$ cat config.mk
export PLATFORM = sky130hd
export DESIGN_NAME = rrv_ram
export DESIGN_NICKNAME = d
export VERILOG_FILES = /design/src/rtl/rolling_return_volatility_top_macros.svh /design/src/rtl/rrv_ram.sv
export SDC_FILE = /design/constraint.sdc
export NUM_CORES = 1
export LEC_CHECK = 0
export ABC_AREA = 1
export ABC_CLOCK_PERIOD_IN_PS = 1200
export BUFFER_PORTS_ARGS = -buffer_cell sky130_fd_sc_hd__buf_2
export CAP_MARGIN = 10
export CORE_UTILIZATION = 55
export CTS_BUF_LIST = sky130_fd_sc_hd__clkbuf_8 sky130_fd_sc_hd__clkbuf_16
export DETAILED_ROUTE_END_ITERATION = 8
export GPL_TIMING_DRIVEN = 0
export HOLD_SLACK_MARGIN = 0.06
export PLACE_DENSITY = 0.73
export REMOVE_ABC_BUFFERS = 1
export SYNTH_ARGS = -nofsm -noshare
export SYNTH_HDL_FRONTEND = slang
export SYNTH_SLANG_ARGS = --single-unit
export TNS_END_PERCENT = 1
$ cat constraint.sdc
create_clock -name clk -period 1.2 [get_ports clk]
set_input_delay 0.12 -clock clk [delete_from_list [all_inputs] [get_ports clk]]
set_output_delay 0.12 -clock clk [all_outputs]
set_load 0.02 [all_outputs]
$ cat src/rtl/rolling_return_volatility_top_macros.svh
// Assertion helpers for the rolling volatility block.
`ifndef ROLLING_RETURN_VOLATILITY_TOP_MACROS_SVH
`define ROLLING_RETURN_VOLATILITY_TOP_MACROS_SVH

// Same-cycle implication, checked out of reset.
`define RRV_ASSERT_IMPL(lbl, ante, cons, msg) \
    lbl: assert property (@(posedge clk) disable iff (!rst_n) (ante) |-> (cons)) \
        else $error(msg);

// Next-cycle implication, checked out of reset.
`define RRV_ASSERT_NEXT(lbl, ante, cons, msg) \
    lbl: assert property (@(posedge clk) disable iff (!rst_n) (ante) |=> (cons)) \
        else $error(msg);

`endif

$ cat src/rtl/rrv_ram.sv
module rrv_ram #(
    parameter int WIDTH = 8,
    parameter int DEPTH = 16
) (
    input  logic                     clk,
    input  logic                     we,
    input  logic [$clog2(DEPTH)-1:0] waddr,
    input  logic [WIDTH-1:0]         wdata,
    input  logic                     re,
    input  logic [$clog2(DEPTH)-1:0] raddr,
    output logic [WIDTH-1:0]         rdata
);

    logic [WIDTH-1:0] mem [DEPTH];

    always_ff @(posedge clk)
    begin
        if (we)
        begin
            mem[waddr] <= wdata;
        end
        if (re)
        begin
            rdata <= mem[raddr];
        end
    end

endmodule

==> metrics.csv <==
metric,value,unit
status,completed,
synth_compound_area_frac,0,
max_slew_margin,0.456,
design.core.area,10300,um2
synth_area_per_cell,10.6,um2
hold_viol_final,0,
finalWirelength,12.1,mm
area_growth,15.7,%
placed_area,5980,um2
num_vias,3784,
antenna_found_initial,0,
grt_pass1_wl,18.7,mm
synth_warnings,0,
powerDensity,1660,nW/um2
synth_top_area_frac,0.698,
clkTransAtPathRegs,60,ps
vdd_drop_max,0.000810,V
internal_power,8.88,mW
fin_util,0.655,
yosysTopAreaCell,edfxtp_1,
start_kind,flop,
die_area,11000,um2
final_net_count,600,
slowest_stage,edfxtp_1,
ys_seq_elements,136,
clk_latency,530,ps
setup_viol,0,
cts_tree,yes,
power_frac_clock,0.461,
synth-edff-count,136,
worst_pin_slew,813,ps
cts_root_buffer,clkbuf_8,
yosys.area_share.adder,0,
synth-main-ff-cell,edfxtp_1,
via_per_inst,5.18,
crit_arrival,1450,ps
synth.area.mux_share,0,
cp-end-kind,flop,
htree_levels,4,
fill_cells,756,
grtUsageTotal,0.235,
synth_area_leaders,"edfxtp_1 (70%), nand2_1 (11%), nand3_1 (8.3%), inv_1 (6.4%), buf_6 (1.2%)",
fmax,852,MHz
cts_sinks,136,
async_flop_share,0,
maxSlewViolCount,0,
synth_area,5850,um2
synth_cell_types,11,
placement.io_buffers,26,
synth-xor-area-share,0,
fin_crit,1170,ps
crit_chain,inv_1 > nand2_1 > nand3_1 > nand3_1 > nand3_2 > nand2_1,
period_share,0.978,
slowest_delay,360,ps
die_w,105,um
final_cell_area,6760,um2
power_leakage,2.88,nW
drv_cap,0,
firstDrtPassIters,4,
synth_top_family_by_area,simple AND/OR/NAND/NOR gates,
min_path_type,input pin to flop,
wl_per_cell,16.5,um
path_max_fanout,1,
grt_start_max_net_pins,66,
io-pin-count,27,
syn_inst,551,
path_class,flop to flop,
p_comb_frac,0.060,
rows,37,
clock_path_buffers,2,
die_h,105,um
drc_errors,0,
yosys.area_share.simple,0.208,
synthTopCellsByCount,"nand2_1 (173), edfxtp_1 (136), inv_1 (100)",
initial_utilization,0.566,
place_congestion,0.746,
rsz0062_at_grt,true,
num_antenna_cells,0,
switching_share,0.211,
p_switching,2.37,mW
post_cts_buffers,0,
grt_overflow_total,0,
first_global_vias,3677,
power_frac_seq,0.478,
layout-drive-gt1-share,0.121,
hpwl,6.95,mm
final.setup_skew,4.24,ps
drtAntennaViolNets,0,
synth.most_common_cell,nand2_1,
cts_buffers,17,
yosysSeqAreaShare,0.698,
drt_iter0_markers,348,
required,1480,ps
[timing repair]
| item | CTS | global route |
|---|---|---|
| pin swaps | 0 | 2 |
| hold buffers | 9 | 0 |
| endpoints found under the setup margin | 8 | 11 |
| resized for setup | 7 | 15 |
| hold endpoints to repair | 136 | 0 |
[power groups by stage]
stage | logic [mW] | registers, mW | clock network, mW
3_3_place_gp | 0.603 | 5.47 | 0
3_5_place_dp | 0.622 | 5.48 | 0
6_report | 0.678 | 5.38 | 5.19
2_1_floorplan | 0.287 | 5.50 | 0
4_1_cts | 0.654 | 5.38 | 5.22
5_1_grt | 0.745 | 5.38 | 5.42
[cell families (layout without fill, tap and decap cells)]
kind of cell,Yosys count,in the layout
buffers and inverters,126,169
DFF,136,136
and+or+nand+nor,289,289
[cells in the final DEF, fill, tap and decap left out]
master         count
dlygate4sd3_1      9
buf_2             24
bufinv_16          4
clkinv_2           3
nand3_1           82
clkbuf_8           2
buf_4              1
inv_8              1
nor2_1            17
edfxtp_1         136
clkinvlp_4         5
inv_2              1
clkinv_1           3
nand2_1          173
nand3_2           15
clkbuf_16         16
inv_1            100
nand3b_1           2
[final timing paths]
check | start | to | slack [ps] | depth (start not counted)
setup / recovery | mem[1][2]$_DFFE_PP_ | rdata[2]$_DFFE_PP_ | 30 | 6
hold / removal | raddr[3] | rdata[6]$_DFFE_PP_ | 90 | 3
setup reg to reg | mem[1][2]$_DFFE_PP_ | rdata[2]$_DFFE_PP_ | 30 | 6
hold reg to reg | mem[10][6]$_DFFE_PP_ | rdata[6]$_DFFE_PP_ | 760 | 6
[metal layers]
metal  GRT usage  vias to the layer above  share of wire
li1            -                     1844              -
met1       0.311                     1781           0.43
met2       0.368                      137           0.49
met3      0.0649                       22          0.059
met4      0.0986                        0          0.024
met5           0                        -              0
[critical path, delay by kind of cell, from the launching register on]
| kind | cells | cell delay, ps |
|---|---|---|
| simple gates | 5 | 510 |
| flops | 1 | 360 |
| buf+inv | 1 | 60 |
[cell type report]
type	instances	area (um2)	area share
multi-input cells	289	1290	0.191
repair buffers	35	231	0.0342
clock buffers	17	414	0.0612
clock inverters	15	184	0.0272
well taps	136	170	0.0252
inverters	102	390	0.0577
flip-flops and latches	136	4080	0.604
[sequential cells by signal, indices dropped and copies added (netlist names)]
| signal | cells |
|---|---|
| mem | 128 |
| rdata | 8 |
[metrics by stage]
step                power (mW)  worst slack, ps  setup TNS [ps]  hold WS [ps]  std cells
global placement          6.07            -1600          -40300           448        689
detailed placement        6.10            -1630          -42510           457        689
CTS                       11.2             15.1               0          67.8        730
finish                    11.2             26.1               0          92.6        730
global route              11.6            -27.3           -81.4          85.5        730
floorplan                 5.79            -40.6            -269           219        527
Note: power is estimated with default switching activity, not from simulation.
